File: config.mk
export PLATFORM = sky130hd
export DESIGN_NAME = utf8_whitespace_field_splitter
export DESIGN_NICKNAME = d
export VERILOG_FILES = /design/src/sv/uwfs_pkg.sv /design/src/sv/uwfs_front.sv /design/src/sv/uwfs_queue.sv /design/src/sv/uwfs_back.sv /design/src/sv/utf8_whitespace_field_splitter.sv
export SDC_FILE = /design/constraint.sdc
export NUM_CORES = 1
export LEC_CHECK = 0
export BUFFER_PORTS_ARGS = -buffer_cell sky130_fd_sc_hd__buf_2
export CAP_MARGIN = 20
export CORE_MARGIN = 5
export CORE_UTILIZATION = 62
export CTS_CLUSTER_DIAMETER = 120
export CTS_CLUSTER_SIZE = 28
export DETAILED_ROUTE_END_ITERATION = 10
export PLACE_DENSITY_LB_ADDON = 0.2
export SLEW_MARGIN = 20
export SYNTH_ARGS = -nofsm -noshare
export SYNTH_HDL_FRONTEND = slang
export SYNTH_SLANG_ARGS = --single-unit
File: constraint.sdc
create_clock -name aclk -period 5.6 [get_ports aclk]
set_input_delay 0.56 -clock aclk [delete_from_list [all_inputs] [get_ports aclk]]
set_output_delay 0.56 -clock aclk [all_outputs]
set_load 0.02 [all_outputs]
File: src/sv/uwfs_pkg.sv
// Package of the whitespace field splitter: item types, queue record, decode helpers.
package uwfs_pkg;

    localparam longint unsigned MAX_TEXT_LEN_DEF = 64'd65536;
    localparam int START_W     = 16;
    localparam int END_W       = 17;
    localparam int QUEUE_DEPTH = 2;

    typedef struct packed {
        logic [7:0] data_byte;
        logic       end_of_text;
    } in_item_t;

    typedef struct packed {
        logic [START_W-1:0] field_start;
        logic [END_W-1:0]   field_end;
        logic               closes_stream;
    } out_item_t;

    // Class of the one character that a byte completes, if any
    typedef enum logic [1:0] {
        MARK_NONE  = 2'b00,
        MARK_SPACE = 2'b01,
        MARK_TEXT  = 2'b10
    } mark_kind_t;

    // What the front tells the back about one accepted byte
    typedef struct packed {
        logic               err_lead;    // held lead broke: text rune at err_off
        logic [START_W-1:0] err_off;
        mark_kind_t         main_kind;
        logic [END_W-1:0]   main_off;
        logic               last;
        logic               tail_valid;  // bytes still held at end of stream
        logic [START_W-1:0] tail_off;
        logic [END_W-1:0]   end_off;
    } step_rec_t;

    function automatic logic ascii_space(input logic [7:0] b);
        return (b inside {8'h09, 8'h0A, 8'h0B, 8'h0C, 8'h0D, 8'h20});
    endfunction

    function automatic logic rune_space(input logic [20:0] r);
        logic res;
        if (r < 21'h80) begin
            res = ascii_space(r[7:0]);
        end else begin
            res = (r inside {21'h85, 21'hA0, 21'h1680, [21'h2000:21'h200A],
                             21'h2028, 21'h2029, 21'h202F, 21'h205F, 21'h3000});
        end
        return res;
    endfunction

    // Total length of a sequence led by b, zero for a byte that cannot lead
    function automatic logic [2:0] lead_length(input logic [7:0] b);
        logic [2:0] len;
        if (b inside {[8'hC2:8'hDF]}) begin
            len = 3'd2;
        end else if (b inside {[8'hE0:8'hEF]}) begin
            len = 3'd3;
        end else if (b inside {[8'hF0:8'hF4]}) begin
            len = 3'd4;
        end else begin
            len = 3'd0;
        end
        return len;
    endfunction

    // Does b continue a sequence led by lead with held bytes already in?
    function automatic logic continues(input logic [7:0] lead, input logic [1:0] held,
                                       input logic [7:0] b);
        logic [7:0] lo;
        logic [7:0] hi;
        lo = 8'h80;
        hi = 8'hBF;
        if (held == 2'd1) begin
            case (lead)
                8'hE0:   lo = 8'hA0;
                8'hED:   hi = 8'h9F;
                8'hF0:   lo = 8'h90;
                8'hF4:   hi = 8'h8F;
                default: ;
            endcase
        end
        return (b >= lo) && (b <= hi);
    endfunction

endpackage

File: src/sv/uwfs_front.sv
// Front of the splitter: UTF-8 decode, byte offsets, one record per accepted byte.
module uwfs_front
    import uwfs_pkg::*;
#(
    parameter longint unsigned MAX_TEXT_LEN = MAX_TEXT_LEN_DEF
) (
    input  logic      aclk,
    input  logic      aresetn,
    input  logic      s_valid,
    output logic      s_ready,
    input  in_item_t  s_item,
    output logic      rec_valid,
    input  logic      rec_ready,
    output step_rec_t rec
);

    localparam int POS_W = $clog2(MAX_TEXT_LEN + 1);

    logic [1:0]       pc_reg, pc_next, pc_step;
    logic [7:0]       lead_reg, lead_next;
    logic [7:0]       p1_reg, p1_next;
    logic [7:0]       p2_reg, p2_next;
    logic [POS_W-1:0] bp_reg, bp_next, bp_adv;
    logic             accept;
    logic             fresh;
    logic [2:0]       need;
    logic [20:0]      rune;
    logic [7:0]       b;

    // Offset n bytes back, floored at zero
    function automatic logic [POS_W-1:0] pos_back(input logic [POS_W-1:0] pos,
                                                  input logic [1:0] n);
        logic [POS_W-1:0] nn;
        nn = POS_W'(n);
        return (pos >= nn) ? (pos - nn) : '0;
    endfunction

    assign b         = s_item.data_byte;
    assign rec_valid = s_valid;
    assign s_ready   = rec_ready;
    assign accept    = s_valid && rec_ready;

    // Classify the byte against the held sequence
    always_comb begin
        rec       = '0;
        rec.main_kind = MARK_NONE;
        pc_step   = pc_reg;
        lead_next = lead_reg;
        p1_next   = p1_reg;
        p2_next   = p2_reg;
        fresh     = 1'b1;
        rune      = '0;
        need      = lead_length(lead_reg);
        if (pc_reg != 2'd0) begin
            fresh = 1'b0;
            if ((need != 3'd0) && continues(lead_reg, pc_reg, b)) begin
                if (({1'b0, pc_reg} + 3'd1) >= need) begin
                    case (need)
                        3'd2:    rune = {10'd0, lead_reg[4:0], b[5:0]};
                        3'd3:    rune = {5'd0, lead_reg[3:0], p1_reg[5:0], b[5:0]};
                        default: rune = {lead_reg[2:0], p1_reg[5:0], p2_reg[5:0], b[5:0]};
                    endcase
                    rec.main_kind = rune_space(rune) ? MARK_SPACE : MARK_TEXT;
                    rec.main_off  = END_W'(pos_back(bp_reg, 2'(need - 3'd1)));
                    pc_step       = 2'd0;
                end else begin
                    if (pc_reg == 2'd1) begin
                        p1_next = b;
                    end else begin
                        p2_next = b;
                    end
                    pc_step = pc_reg + 2'd1;
                end
            end else begin
                rec.err_lead = 1'b1;
                rec.err_off  = START_W'(pos_back(bp_reg, pc_reg));
                pc_step      = 2'd0;
                fresh        = 1'b1;
            end
        end
        if (fresh) begin
            if (!b[7]) begin
                rec.main_kind = ascii_space(b) ? MARK_SPACE : MARK_TEXT;
                rec.main_off  = END_W'(bp_reg);
            end else if (lead_length(b) != 3'd0) begin
                lead_next = b;
                pc_step   = 2'd1;
            end else begin
                rec.main_kind = MARK_TEXT;
                rec.main_off  = END_W'(bp_reg);
            end
        end

        // Advance the offset, saturating at the length limit
        bp_adv = (bp_reg < POS_W'(MAX_TEXT_LEN)) ? (bp_reg + POS_W'(1)) : bp_reg;

        // Close out the stream on its last byte
        rec.last       = s_item.end_of_text;
        rec.tail_valid = s_item.end_of_text && (pc_step != 2'd0);
        rec.tail_off   = START_W'(pos_back(bp_adv, pc_step));
        rec.end_off    = END_W'(bp_adv);
        pc_next        = s_item.end_of_text ? 2'd0 : pc_step;
        bp_next        = s_item.end_of_text ? '0 : bp_adv;
    end

    // Update counters on each accepted item
    always_ff @(posedge aclk) begin
        if (!aresetn) begin
            pc_reg <= 2'd0;
            bp_reg <= '0;
        end else if (accept) begin
            pc_reg <= pc_next;
            bp_reg <= bp_next;
        end
    end

    // Hold the bytes of an incomplete sequence
    always_ff @(posedge aclk) begin
        if (accept) begin
            lead_reg <= lead_next;
            p1_reg   <= p1_next;
            p2_reg   <= p2_next;
        end
    end

endmodule

File: src/sv/uwfs_queue.sv
// Short record queue between the front and the back of the splitter.
module uwfs_queue
    import uwfs_pkg::*;
(
    input  logic      aclk,
    input  logic      aresetn,
    input  logic      in_valid,
    output logic      in_ready,
    input  step_rec_t in_rec,
    output logic      out_valid,
    input  logic      out_ready,
    output step_rec_t out_rec
);

    localparam int PTR_W = (QUEUE_DEPTH > 1) ? $clog2(QUEUE_DEPTH) : 1;
    localparam int CNT_W = $clog2(QUEUE_DEPTH + 1);

    step_rec_t        mem_reg [QUEUE_DEPTH];
    logic [PTR_W-1:0] wr_ptr_reg, wr_ptr_next;
    logic [PTR_W-1:0] rd_ptr_reg, rd_ptr_next;
    logic [CNT_W-1:0] count_reg, count_next;
    logic             push, pop;

    assign in_ready  = (count_reg != CNT_W'(QUEUE_DEPTH));
    assign out_valid = (count_reg != '0);
    assign out_rec   = mem_reg[rd_ptr_reg];
    assign push      = in_valid && in_ready;
    assign pop       = out_valid && out_ready;

    // Advance pointers with wrap at the depth
    always_comb begin
        wr_ptr_next = wr_ptr_reg;
        rd_ptr_next = rd_ptr_reg;
        count_next  = count_reg;
        if (push) begin
            wr_ptr_next = (wr_ptr_reg == PTR_W'(QUEUE_DEPTH - 1)) ? '0
                                                                 : wr_ptr_reg + PTR_W'(1);
        end
        if (pop) begin
            rd_ptr_next = (rd_ptr_reg == PTR_W'(QUEUE_DEPTH - 1)) ? '0
                                                                 : rd_ptr_reg + PTR_W'(1);
        end
        if (push && !pop) begin
            count_next = count_reg + CNT_W'(1);
        end else if (pop && !push) begin
            count_next = count_reg - CNT_W'(1);
        end
    end

    always_ff @(posedge aclk) begin
        if (!aresetn) begin
            wr_ptr_reg <= '0;
            rd_ptr_reg <= '0;
            count_reg  <= '0;
        end else begin
            wr_ptr_reg <= wr_ptr_next;
            rd_ptr_reg <= rd_ptr_next;
            count_reg  <= count_next;
        end
    end

    // Store the incoming record
    always_ff @(posedge aclk) begin
        if (push) begin
            mem_reg[wr_ptr_reg] <= in_rec;
        end
    end

endmodule

File: src/sv/uwfs_back.sv
// Back of the splitter: field tracking and the registered result item.
module uwfs_back
    import uwfs_pkg::*;
(
    input  logic      aclk,
    input  logic      aresetn,
    input  logic      rec_valid,
    output logic      rec_ready,
    input  step_rec_t rec,
    output logic      m_valid,
    input  logic      m_ready,
    output out_item_t m_item
);

    logic               open_reg, open_next;
    logic [START_W-1:0] start_reg, start_next;
    logic               out_valid_reg, out_valid_next;
    out_item_t          out_item_reg, out_item_next;
    logic               emit;
    logic               pop;

    assign rec_ready = !out_valid_reg || m_ready;
    assign pop       = rec_valid && rec_ready;
    assign m_valid   = out_valid_reg;
    assign m_item    = out_item_reg;

    // Apply the record's characters in order; at most one result per item
    always_comb begin
        open_next     = open_reg;
        start_next    = start_reg;
        emit          = 1'b0;
        out_item_next = out_item_reg;
        if (rec.err_lead && !open_next) begin
            open_next  = 1'b1;
            start_next = rec.err_off;
        end
        case (rec.main_kind)
            MARK_SPACE: begin
                if (open_next) begin
                    emit                        = 1'b1;
                    out_item_next.field_start   = start_next;
                    out_item_next.field_end     = rec.main_off;
                    out_item_next.closes_stream = 1'b0;
                end
                open_next = 1'b0;
            end
            MARK_TEXT: begin
                if (!open_next) begin
                    open_next  = 1'b1;
                    start_next = rec.main_off[START_W-1:0];
                end
            end
            default: ;
        endcase
        if (rec.tail_valid && !open_next) begin
            open_next  = 1'b1;
            start_next = rec.tail_off;
        end
        if (rec.last) begin
            if (open_next && !emit) begin
                emit                        = 1'b1;
                out_item_next.field_start   = start_next;
                out_item_next.field_end     = rec.end_off;
                out_item_next.closes_stream = 1'b1;
            end
            open_next  = 1'b0;
            start_next = '0;
        end
    end

    // Load a result on pop, drop the shown one once taken
    always_comb begin
        if (pop) begin
            out_valid_next = emit;
        end else if (m_ready) begin
            out_valid_next = 1'b0;
        end else begin
            out_valid_next = out_valid_reg;
        end
    end

    always_ff @(posedge aclk) begin
        if (!aresetn) begin
            open_reg      <= 1'b0;
            out_valid_reg <= 1'b0;
        end else begin
            out_valid_reg <= out_valid_next;
            if (pop) begin
                open_reg <= open_next;
            end
        end
    end

    always_ff @(posedge aclk) begin
        if (pop) begin
            start_reg <= start_next;
            if (emit) begin
                out_item_reg <= out_item_next;
            end
        end
    end

endmodule

File: src/sv/utf8_whitespace_field_splitter.sv
// Top level of the UTF-8 whitespace field splitter.
//
//  channel | dir | handshake          | payload
//  s_      | in  | s_valid / s_ready  | in_item_t  (data_byte, end_of_text)
//  m_      | out | m_valid / m_ready  | out_item_t (field_start, field_end, closes_stream)
//
// One byte is taken every cycle while s_ready is high; the front decodes it in the cycle it is accepted.
// The result of a closing byte passes through a two-entry queue
// and then the back's output register on its way to m_.
// Reset (aresetn low, synchronous) empties the queue, the output and the stream state.
// A stalled m_ side fills the queue, then s_ready drops until the result is taken.
module utf8_whitespace_field_splitter
    import uwfs_pkg::*;
#(
    parameter longint unsigned MAX_TEXT_LEN = MAX_TEXT_LEN_DEF
) (
    input  logic      aclk,
    input  logic      aresetn,
    input  logic      s_valid,
    output logic      s_ready,
    input  in_item_t  s_item,
    output logic      m_valid,
    input  logic      m_ready,
    output out_item_t m_item
);

    logic      f_valid, f_ready;
    step_rec_t f_rec;
    logic      q_valid, q_ready;
    step_rec_t q_rec;

    uwfs_front #(
        .MAX_TEXT_LEN(MAX_TEXT_LEN)
    ) u_front (
        .aclk      (aclk),
        .aresetn   (aresetn),
        .s_valid   (s_valid),
        .s_ready   (s_ready),
        .s_item    (s_item),
        .rec_valid (f_valid),
        .rec_ready (f_ready),
        .rec       (f_rec)
    );

    uwfs_queue u_queue (
        .aclk      (aclk),
        .aresetn   (aresetn),
        .in_valid  (f_valid),
        .in_ready  (f_ready),
        .in_rec    (f_rec),
        .out_valid (q_valid),
        .out_ready (q_ready),
        .out_rec   (q_rec)
    );

    uwfs_back u_back (
        .aclk      (aclk),
        .aresetn   (aresetn),
        .rec_valid (q_valid),
        .rec_ready (q_ready),
        .rec       (q_rec),
        .m_valid   (m_valid),
        .m_ready   (m_ready),
        .m_item    (m_item)
    );

endmodule

* Yosys cells after proc, flatten, opt, wreduce, memory -nomap -nowiden *
Memories as Yosys holds them, arrays and structs flattened. A register that Yosys moved wholly into a read port is not among the register bits.
Index checks and enable logic that the tools add are counted.
Widths: inputs -> output; s select.

operators by class
  $add $sub $neg = 11
  order comparisons = 22
  eq/ne operators = 30
  muxes and demuxes = 71
  bitwise logic cells = 2
  reductions and logical operators = 38

operators by type and width
  operator              count
  $mux 34               4
  $eq 21x14->1 const B  5
  $mux 16               6
  $mux 19               5
  $eq 8x4->1 const B    10
  $mux 17               4
  $mux 21               3
  $ge 17x2->1           3
  $ge 8x8->1 const B    6
  $le 8x8->1 const B    6
  $eq 21x8->1 const B   2
  $pmux 21 s2           1
  $mux 36               1
  $mux 8                4
  $sub 16x2->16         2
  $eq 7x7->1 const B    4
  $mux 3                8
  $pmux 6 s2            2
  $mux 2                11
  $eq 21x13->1 const B  1
  $ge 21x14->1 const B  1
  $le 21x14->1 const B  1
  $lt 21x8->1 const B   1
  $mux 1                21
  27 further kinds      62

storage, ports and cells
  register bits = 94
  RAM bits = 142
  input port bits = 13
  word-level logic and storage cells = 189
  memories = 1

memory list
  memory           words  bits a word  rd ports  clocked after Yosys merged registers in  write ports  RTL line          text
  u_queue.mem_reg  2      71           1         1                                        1            uwfs_queue.sv:18  step_rec_t mem_reg [QUEUE_DEPTH];

* Longest topological paths before layout *
Gate-level depths: netlist of run 1.

  depth in word-level cells = 24
  depth in mapped cells = 22
  mapped depth without buffers = 20

* By module *
From an unflattened synthesis of run 1, not the netlist that was laid out.

unflattened totals
  cells, all modules = 1,148
  area, all modules = 12,944.9 sq um

by module, submodules not included
  module      instances  cells an instance  area each (sq um)  seq. area each (sq um)
  uwfs_queue  1          245                5,363.9            4,364.2
  uwfs_front  1          545                4,150.2            950.9
  uwfs_back   1          358                3,430.8            1,541.5

* Worst setup path before layout of run 1 *
Ideal clock, no wire load.

  path kind = flip-flop to flip-flop
  from = register with a tool-made name
  to = register u_back.out_item_reg (netlist bit u_back.m_item[0]) (enable)
  arrival = 4.565 ns
  required time = 5.162 ns
  setup slack = 0.597 ns
  stages on the path, launching flop included = 14
  buffers on the path = 5
  path through = dfxtp_1 > clkbuf_1 > buf_2 > buf_2 > buf_1 > mux2i_1 > inv_1 > ha_1 > nor2b_1 > a21oi_1 > nand2_1 > nand2_1 > clkbuf_1 > a21oi_1

RTL lines
  element               RTL line         text
  end signal, assigned  uwfs_back.sv:98  out_item_reg <= out_item_next;
  end, declared         uwfs_back.sv:18  out_item_t out_item_reg, out_item_next;

==> impl_metrics.toml, run 1 <==
[route]
dr.first_iter.drc_count = 799
wire_per_inst_um = 21.7
wl_um = 28800
drc_errors = 0
via_count = 8242
drt_pass1_iterations = 6
vias_per_cell = 6.23
ant_nets = 0

[synth]
synth_top_area_share_pct = 51.3
synthesis.area_sq_um = 12300
yosys_warnings = 0
synth_cell_types = 79
synth_cells = 1030
synth_area_leaders = "edfxtp_1 (51%), mux2i_1 (9.5%), dfxtp_1 (4.2%)"
syn-num-nets = 1067
synth.avg_cell_area_sq_um = 12.0
seq_area_frac_synth_pct = 55.5
synth_ff_type = "edfxtp_1"
synth-edff-count = 211
synthArstFlopShare_pct = 0
ys_ff_latch = 237
synth_largest_area_cell = "edfxtp_1"

[clocking]
cts_buffers = 12
path_clk_slew_ns = 0.11
clk_latency_ns = 0.49
cts_buffer_depth = 3
cts_sinks = 237
cts_htree_levels = 1
clockRootBuffer = "clkbuf_16"
hold_buffers = 0
cts_tree = "done"

[run_status]
outcome = "completed"

[hold_path]
hold_end = "u_front.lead_reg[6]$_DFFE_PP_"
min_path_cells = 1
hold_path.startpoint = "s_item[7]"
min-delay-path-class = "in2reg"

[worst_setup_path]
arrival_ns = 5.28
critPathMaxFanout = 16
worstSetupPathType = "reg2reg"
start_kind = "flip-flop"
cpPeakStageDelay_ns = 0.65
timing.rr.end = "u_queue.mem_reg[1][29]$_DFFE_PP_"
reg2reg_slack_ns = 0.56
crit_chain = "nand3b_1, inv_1, a31oi_1, nor3_1, ha_1, a21oi_1, a41oi_1, a2111o_1, nor3_1, and2_1, a22oi_1, or2_1, ha_1, a21oi_1, nand2_1, a211oi_2, nand4_1, nor3_2, buf_4, nor2_1"
regToRegStartpoint = "u_front.lead_reg[6]$_DFFE_PP_"
cpMaxStageDelayCell = "edfxtp_1"
cp-end-kind = "flip-flop"
r2r_cells = 20
critical_path_required_ns = 5.84

[finish]
largest_register_ffs = 142
drive_gt1_share_pct = 13.4
final_cell_mix = "edfxtp_1 (211), mux2i_1 (117), nor2_1 (72), nand2_1 (58), buf_2 (48)"
fin_nets = 1089
area_growth_pct = 7.25
n_antenna_cell = 0
final_common_cell = "edfxtp_1"
stdcell_count = 1323
final_area_sq_um = 13200

[grt]
grt_pass1_wl_um = 45100
grt_max_degree = 72
grt.overflow.total = 0
antenna_found_initial = 0
grt_pass1_vias = 7939
track_usage_pct = 25.5

[place]
dp.cells = 1299
dp_slack_ns = 0.482
port_buffers = 48
hpwl_um = 20300
place_congestion = 0.996
place_area_sq_um = 12800

[run]
max_cap_viol_count = 0

[timing]
rsz0062_at_grt = "false"
finalSetupTns_ns = 0
max_freq_mhz = 199
fin_crit_sh_pct = 89.9
fin_ws_ns = 0.564
clock_skew_ns = 0.0219
fin_crit_ns = 5.04
worst_pin_slew_ns = 1.07
finalSetupViolations = 0
hold_viol = 0
maxSlewViolCount = 0
slew_headroom_pct = 28.0

[floorplanning]
die_x_um = 151
fp.dieArea_sq_um = 22800
die_height_um = 151
core_sq_um = 19500
ios = 49
rows = 51
initial_core_util_pct = 63.2

[power_and_ir_drop]
intPower_w = 0.00363
p_leak_nw = 5.00
comb_power_share_pct = 36.5
swShare_pct = 34.6
p_switching_w = 0.00192
p_clk_share_pct = 17.8
power_density_nw_per_um2 = 419
ir_drop_mv = 0.344
p_seq_share_pct = 45.7
[power groups by stage]
stage | Clock, W | Combinational, W | Sequential [W]
finish | 0.000987 | 0.00203 | 0.00254
global route | 0.00107 | 0.00219 | 0.00257
detailed placement | 0 | 0.00204 | 0.00258
floorplan | 0 | 0.00140 | 0.00264
CTS | 0.00100 | 0.00204 | 0.00254
global placement | 0 | 0.00197 | 0.00256
[worst max path at each step]
stage	from	end	slack [ns]	cells after the start
6_report	u_front.lead_reg[6]$_DFFE_PP_	u_queue.mem_reg[1][29]$_DFFE_PP_	0.56	20
5_1_grt	u_front.lead_reg[6]$_DFFE_PP_	u_queue.mem_reg[0][25]$_DFFE_PP_	0.04	20
4_1_cts	u_front.lead_reg[6]$_DFFE_PP_	u_queue.mem_reg[0][23]$_DFFE_PP_	0.46	20
3_5_place_dp	u_front.lead_reg[4]$_DFFE_PP_	u_queue.mem_reg[0][23]$_DFFE_PP_	0.48	20
3_3_place_gp	u_front.lead_reg[4]$_DFFE_PP_	u_queue.mem_reg[0][25]$_DFFE_PP_	0.62	20
2_1_floorplan	flip-flop	u_back.m_item[0]$_DFFE_PP_	0.60	13
[cells in the mapped netlist (8+ instances only)]
master,n
a211o_1,10
a211oi_1,13
a21oi_1,26
a22oi_1,16
a31oi_1,16
and2_1,10
buf_1,9
clkbuf_1,40
dfxtp_1,26
edfxtp_1,211
ha_1,21
inv_1,29
mux2_2,34
mux2i_1,117
nand2_1,61
nand3_1,23
nor2_1,75
nor2b_1,45
nor3_1,20
o21a_1,13
o21ai_0,12
o21ai_1,13
or4_1,8
xnor2_1,35
xor2_1,12
[final cells by class]
cell class,count,area [sq um]
fillers,1485,6280
well taps,265,332
flip-flops and latches,237,6860
inverters,32,120
repair buffers,66,375
multi-input cells,703,5190
clock buffers,19,348
clock inverters,1,16.3
[what timing repair did]
item                                    in CTS  in global routing
hold endpoints to repair                     0                  0
endpoints found under the setup margin       0                 30
gates resized for setup                      0                  1
buffers inserted                             0                  4
[logic make-up (layout without fill, tap and decap cells)]
group / Yosys count / count (layout) / synth area share [%]
and+or+nand+nor: 311 / 311 / 13.3
DFF: 237 / 237 / 55.5
muxes: 151 / 151 / 12.6
AOI/OAI and AO/OA: 170 / 170 / 9.68
adders and majority gates: 24 / 24 / 2.61
xor gates and xnor gates: 47 / 47 / 3.33
buffers and inverters: 90 / 118 / 2.95
[stage by stage]
step	hold WS (ns)	utilization, %	power (W)
finish	0.340	67.8	0.00555
global route	0.339	67.8	0.00583
CTS	0.324	67.6	0.00558
detailed placement	0.501	65.7	0.00462
global placement	0.492	65.7	0.00453
floorplan	0.475	-	0.00403
[critical path: cells and delay by family, from the launching register on]
family	cells	cell delay, ns
AOI/OAI and AO/OA	7	1.39
adders and majority gates	2	0.57
buffers and inverters	2	0.38
DFF	1	0.65
and+or+nand+nor	9	1.80
[layer usage]
| metal | GRT usage [%] | vias up | part of all wire (%) |
|---|---|---|---|
| li1 | - | 3887 | - |
| met4 | 4.40 | 0 | 1.3 |
| met3 | 3.50 | 32 | 7.1 |
| met5 | 0 | - | 0 |
| met2 | 40.3 | 290 | 46 |
| met1 | 38.4 | 4033 | 45 |
(Power assumes the default switching activity.)
==> run 2, diff against run 1 <==
--- a/config.mk
+++ b/config.mk
@@ -5,6 +5,7 @@
 export SDC_FILE = /design/constraint.sdc
 export NUM_CORES = 1
 export LEC_CHECK = 0
+export ABC_AREA = 1
 export BUFFER_PORTS_ARGS = -buffer_cell sky130_fd_sc_hd__buf_2
 export CAP_MARGIN = 20
 export CORE_MARGIN = 5
==> impl_metrics.toml, run 2 <==
[finish]
fin_nets = 1391
stdcell_count = 1625
area_growth_pct = 6.93
largest_register_ffs = 142
final_common_cell = "nand2_1"
final_cell_mix = "nand2_1 (326), edfxtp_1 (211), nor2_1 (153), inv_1 (130), nand3_1 (52)"
n_antenna_cell = 0
drive_gt1_share_pct = 10.4
fillCellCount = 1548

[timing]
hold_ws_ns = 0.306
hold_viol = 0
rsz0062_at_grt = "false"
maxSlewViolCount = 0
slew_headroom_pct = 32.0
finalSetupViolations = 0
fin_crit_ns = 4.73
fin_crit_sh_pct = 84.5
finalSetupTns_ns = 0
max_freq_mhz = 211
clock_skew_ns = 0.0212
worst_pin_slew_ns = 1.02

[synth]
yosysMostFrequentCell = "nand2_1"
synth-edff-count = 211
synth_cell_types = 51
synth_top_area_share_pct = 51.2
synth_largest_area_cell = "edfxtp_1"
synth_ff_type = "edfxtp_1"
synthTopCellsByCount = "nand2_1 (326), edfxtp_1 (211), nor2_1 (155), inv_1 (131), nand3_1 (52)"
yosys_warnings = 0
synthArstFlopShare_pct = 0
syn-num-nets = 1368
synthesis.area_sq_um = 12400
synth_area_leaders = "edfxtp_1 (51%), nand2_1 (9.9%), nor2_1 (4.7%)"
synth_cells = 1331
ys_ff_latch = 237
synth.avg_cell_area_sq_um = 9.30
seq_area_frac_synth_pct = 55.4

[place]
hpwl_um = 22300
place_congestion = 0.955
dp.cells = 1605
port_buffers = 48

[clocking]
cts_buffer_depth = 3
cts_buffers = 12
cts_tree = "done"
cts_htree_levels = 1
hold_buffers = 0
cts.repair.resized = 0
clk_latency_ns = 0.48
cts_sinks = 237
path_clk_slew_ns = 0.11
clockRootBuffer = "clkbuf_16"
post_cts.repair.setup_buffers = 0

[power_and_ir_drop]
power_w = 0.00619
ir_drop_mv = 0.331
p_leak_nw = 5.36
power_density_nw_per_um2 = 467

[grt]
grt_max_degree = 67
track_usage_pct = 27.3
grtUsageMet2_pct = 44.9
busiest_layer = "met2"
grt_pass1_vias = 8803
grt_pass1_wl_um = 48200
grt.met3_usage_pct = 2.72
grt.overflow.total = 0
use_met1_pct = 39.6
antenna_found_initial = 0

[floorplanning]
rows = 51
initial_core_util_pct = 63.2
die_height_um = 151
ios = 49
fp.dieArea_sq_um = 22900
die_x_um = 151
core_sq_um = 19600

[run]
max_cap_viol_count = 0

[worst_setup_path]
cp-end-kind = "flip-flop"
cpMaxStageDelayCell = "edfxtp_1"
arrival_ns = 4.93
reg2reg_slack_ns = 0.87
worstSetupPathType = "reg2reg"
cpPeakStageDelay_ns = 0.45
critPathMaxFanout = 16
path_common_cell = "nand2_1"
crit_chain = "nor2_1, nand2_1, nand2_1, nand2_1, inv_1, ha_1, nand2_1, o21ai_0, a31oi_1, nand2_1, o21ai_0, nand2_1, ha_1, a21oi_1, and2_4, nand2_2, nor2_2, nand2_2, nor2_4, nand2_4, nor2_8, nand3_2, nor2_4, nor2_1"
critical_path_required_ns = 5.80
start_kind = "flip-flop"

[route]
wl_um = 30800
drt_pass1_iterations = 8
drc_errors = 0
vias_per_cell = 5.84
dr.first_iter.drc_count = 870
via_count = 9484
wire_per_inst_um = 19.0
ant_nets = 0

[hold_path]
min-delay-path-class = "in2reg"

[run_status]
outcome = "completed"
## run 2: cell types whose count changed after synthesis, sizes merged, moves of 34 or more
| cell | delta |
|---|---|
| nand2 | +274 |
| nor2 | +104 |
| mux2i | -97 |
| inv | +103 |
| mux2 | -34 |
| nor2b | -45 |
## run 2: final timing paths
check | from | to | cells after the start
worst max-delay path | u_front.lead_reg[2]$_DFFE_PP_ | u_queue.mem_reg[0][32]$_DFFE_PP_ | 24
worst min-delay path | s_item[7] | u_front.lead_reg[6]$_DFFE_PP_ | 1
worst max register to register | u_front.lead_reg[2]$_DFFE_PP_ | u_queue.mem_reg[0][32]$_DFFE_PP_ | 24
worst min register to register | u_queue.rd_ptr_reg$_SDFFE_PN0P_ | flip-flop | 1
## run 2: metrics by stage
stage | worst slack, ns | util [%] | cell area, sq um
after global routing | 0.441 | 67.6 | 13200
after CTS | 0.917 | 67.6 | 13200
after floorplan | 1.14 | - | 12400
after global placement | 1.08 | 65.6 | 12900
after detailed placement | 0.968 | 65.7 | 12900
final | 0.867 | 67.6 | 13200
## run 2: cells by family after synthesis
group / Yosys count / synth area share, %
XOR/XNOR: 45 / 3.37
AND/OR/NAND/NOR: 638 / 22.2
multiplexers: 20 / 1.62
buffers and inverters: 198 / 6.39
AO/OA/AOI/OAI: 169 / 8.44
adder cells (fa/ha/maj): 24 / 2.61
flip-flops: 237 / 55.4
## run 2: area by class of cell
class                   instances  area (sq um)  area share, %
clock buffers                  19           348           2.63
clock inverters                 1          16.3          0.123
inverters                     139           524           3.96
multi-input cells             896          4760           36.0
flip-flops and latches        237          6860           51.8
well taps                     265           332           2.50
repair buffers                 68           398           3.01
## run 2: metal layers
layer / up-vias / share of wire (%)
met3: 32 / 7.2
met1: 4515 / 43
met5: - / 0
met4: 0 / 2.1
met2: 405 / 48
li1: 4532 / -
## run 2: critical path: cells and delay by family, from the launching register on
family	cells	cell delay, ns
adder cells (fa/ha/maj)	2	0.56
AO/OA/AOI/OAI	4	0.76
buffers and inverters	1	0.16
AND/OR/NAND/NOR	17	2.51
flip-flops	1	0.45
## run 2: report_power, final
group          internal, W  switching, W  total [W]  leakage [nW]
Combinational     0.000761       0.00176    0.00253          2.97
Sequential         0.00251      0.000174    0.00269          2.22
Clock             0.000442      0.000534   0.000976         0.175
Total              0.00372       0.00247    0.00619          5.36
==> run 3, diff against run 2 <==
==> constraint.sdc (replaced) <==
create_clock -name aclk -period 4.8 [get_ports aclk]
set_input_delay 0.48 -clock aclk [delete_from_list [all_inputs] [get_ports aclk]]
set_output_delay 0.48 -clock aclk [all_outputs]
set_load 0.02 [all_outputs]
==> impl_metrics.toml, run 3 (synthesized netlist as in run 2, its figures left out) <==
[floorplanning]
fp.dieArea_sq_um = 22900
ios = 49
initial_core_util_pct = 63.2
die_x_um = 151
core_sq_um = 19600
die_height_um = 151
rows = 51

[worst_setup_path]
arrival_ns = 4.46
start_kind = "flip-flop"
critPathMaxFanout = 16
cpMaxStageDelayCell = "edfxtp_1"
worstSetupPathType = "reg2reg"
cp_top_family = "simple AND/OR/NAND/NOR gates"
path_buf_inv = 3
cpPeakStageDelay_ns = 0.47
critical_path_required_ns = 5.02
reg2reg_slack_ns = 0.56
cp-end-kind = "flip-flop"

[clocking]
cts_buffer_depth = 3
cts_tree = "done"
cts_htree_levels = 1
path_clk_slew_ns = 0.10
cts.repair.resized = 0
clk_latency_ns = 0.48
cts_sinks = 237
hold_buffers = 0
cts_buffers = 12
clockRootBuffer = "clkbuf_16"

[timing]
fin_crit_ns = 4.24
hold_viol = 0
fin_crit_sh_pct = 88.4
maxSlewViolCount = 0
rsz0062_at_grt = "false"
finalSetupViolations = 0
finalSetupTns_ns = 0
hold_ws_ns = 0.223
clock_skew_ns = 0.0203
max_freq_mhz = 236
slew_headroom_pct = 28.1
worst_pin_slew_ns = 1.07

[place]
place_congestion = 0.967
hpwl_um = 22100
port_buffers = 48

[grt]
grt_pass1_vias = 8798
grt_pass1_wl_um = 48400
track_usage_pct = 27.3
antenna_found_initial = 0
grt_max_degree = 73
grt.overflow.total = 0

[route]
via_count = 9304
ant_nets = 0
drt_pass1_iterations = 5
wire_per_inst_um = 18.8
dr.first_iter.drc_count = 963
vias_per_cell = 5.72
wl_um = 30600
drc_errors = 0

[finish]
multiInputGateArea_sq_um = 4760
n_antenna_cell = 0
largest_register_ffs = 142
drive_gt1_share_pct = 10.5
fin_nets = 1392
final_common_cell = "nand2_1"
area_growth_pct = 7.25
final_util_pct = 67.8
register_area_sq_um = 6860
final_cell_mix = "nand2_1 (326), edfxtp_1 (211), nor2_1 (153), inv_1 (130), nand3_1 (52)"
fillCellCount = 1567

[hold_path]
min-delay-path-class = "in2reg"

[run]
max_cap_viol_count = 0

[power_and_ir_drop]
ir_drop_mv = 0.327
power_w = 0.00725
p_leak_nw = 5.38
power_density_nw_per_um2 = 546

[run_status]
outcome = "completed"
run 3: cell count changes in the layout (fill, tap and decap cells not counted), sizes merged:
cell,previous run,this run
bufinv,0,1
clkinv,4,5
inv,136,135
clkbuf,19,18
buf,68,69
run 3: through the flow:
| stage | worst slack, ns | instance area [sq um] | cells |
|---|---|---|---|
| 2_1_floorplan | 0.341 | 12400 | 1331 |
| 3_3_place_gp | 0.520 | 12900 | 1605 |
| 3_5_place_dp | 0.433 | 12900 | 1605 |
| 4_1_cts | 0.384 | 13300 | 1625 |
| 5_1_grt | 0.212 | 13300 | 1626 |
| 6_report | 0.557 | 13300 | 1626 |
run 3: report_power, final:
group          internal (W)  total, W  switching [W]
registers           0.00293   0.00311       0.000178
clock network      0.000566   0.00119       0.000629
logic              0.000883   0.00295        0.00206
total               0.00438   0.00725        0.00287
run 3: path summary, 6_finish.rpt:
path,start,endpoint,cells after the start
max,u_front.lead_reg[0]$_DFFE_PP_,u_queue.mem_reg[0][30]$_DFFE_PP_,27
min,s_item[7],u_front.lead_reg[6]$_DFFE_PP_,1
max reg2reg,u_front.lead_reg[0]$_DFFE_PP_,u_queue.mem_reg[0][30]$_DFFE_PP_,27
min reg2reg,u_queue.rd_ptr_reg$_SDFFE_PN0P_,flip-flop,1
run 3: layout make-up:
type	count	area share (%)
clock inverters	2	0.349
inverters	139	3.95
multi-input cells	896	35.9
flip-flops and latches	237	51.6
clock buffers	18	2.59
well taps	265	2.50
repair buffers	69	3.09
run 3: what timing repair did:
action / in CTS / in global routing
buffers inserted: 0 / 1
setup endpoints to repair: 0 / 12
endpoints found under the hold margin: 0 / 0
run 3: metal layers:
| metal | routed length, um | global-route usage (%) | vias to the layer above |
|---|---|---|---|
| met3 | 2530 | 3.47 | 28 |
| met1 | 13300 | 40.5 | 4341 |
| met5 | 0 | 0 | - |
| met2 | 14400 | 44.0 | 408 |
| met4 | 417 | 4.71 | 0 |
| li1 | - | - | 4527 |
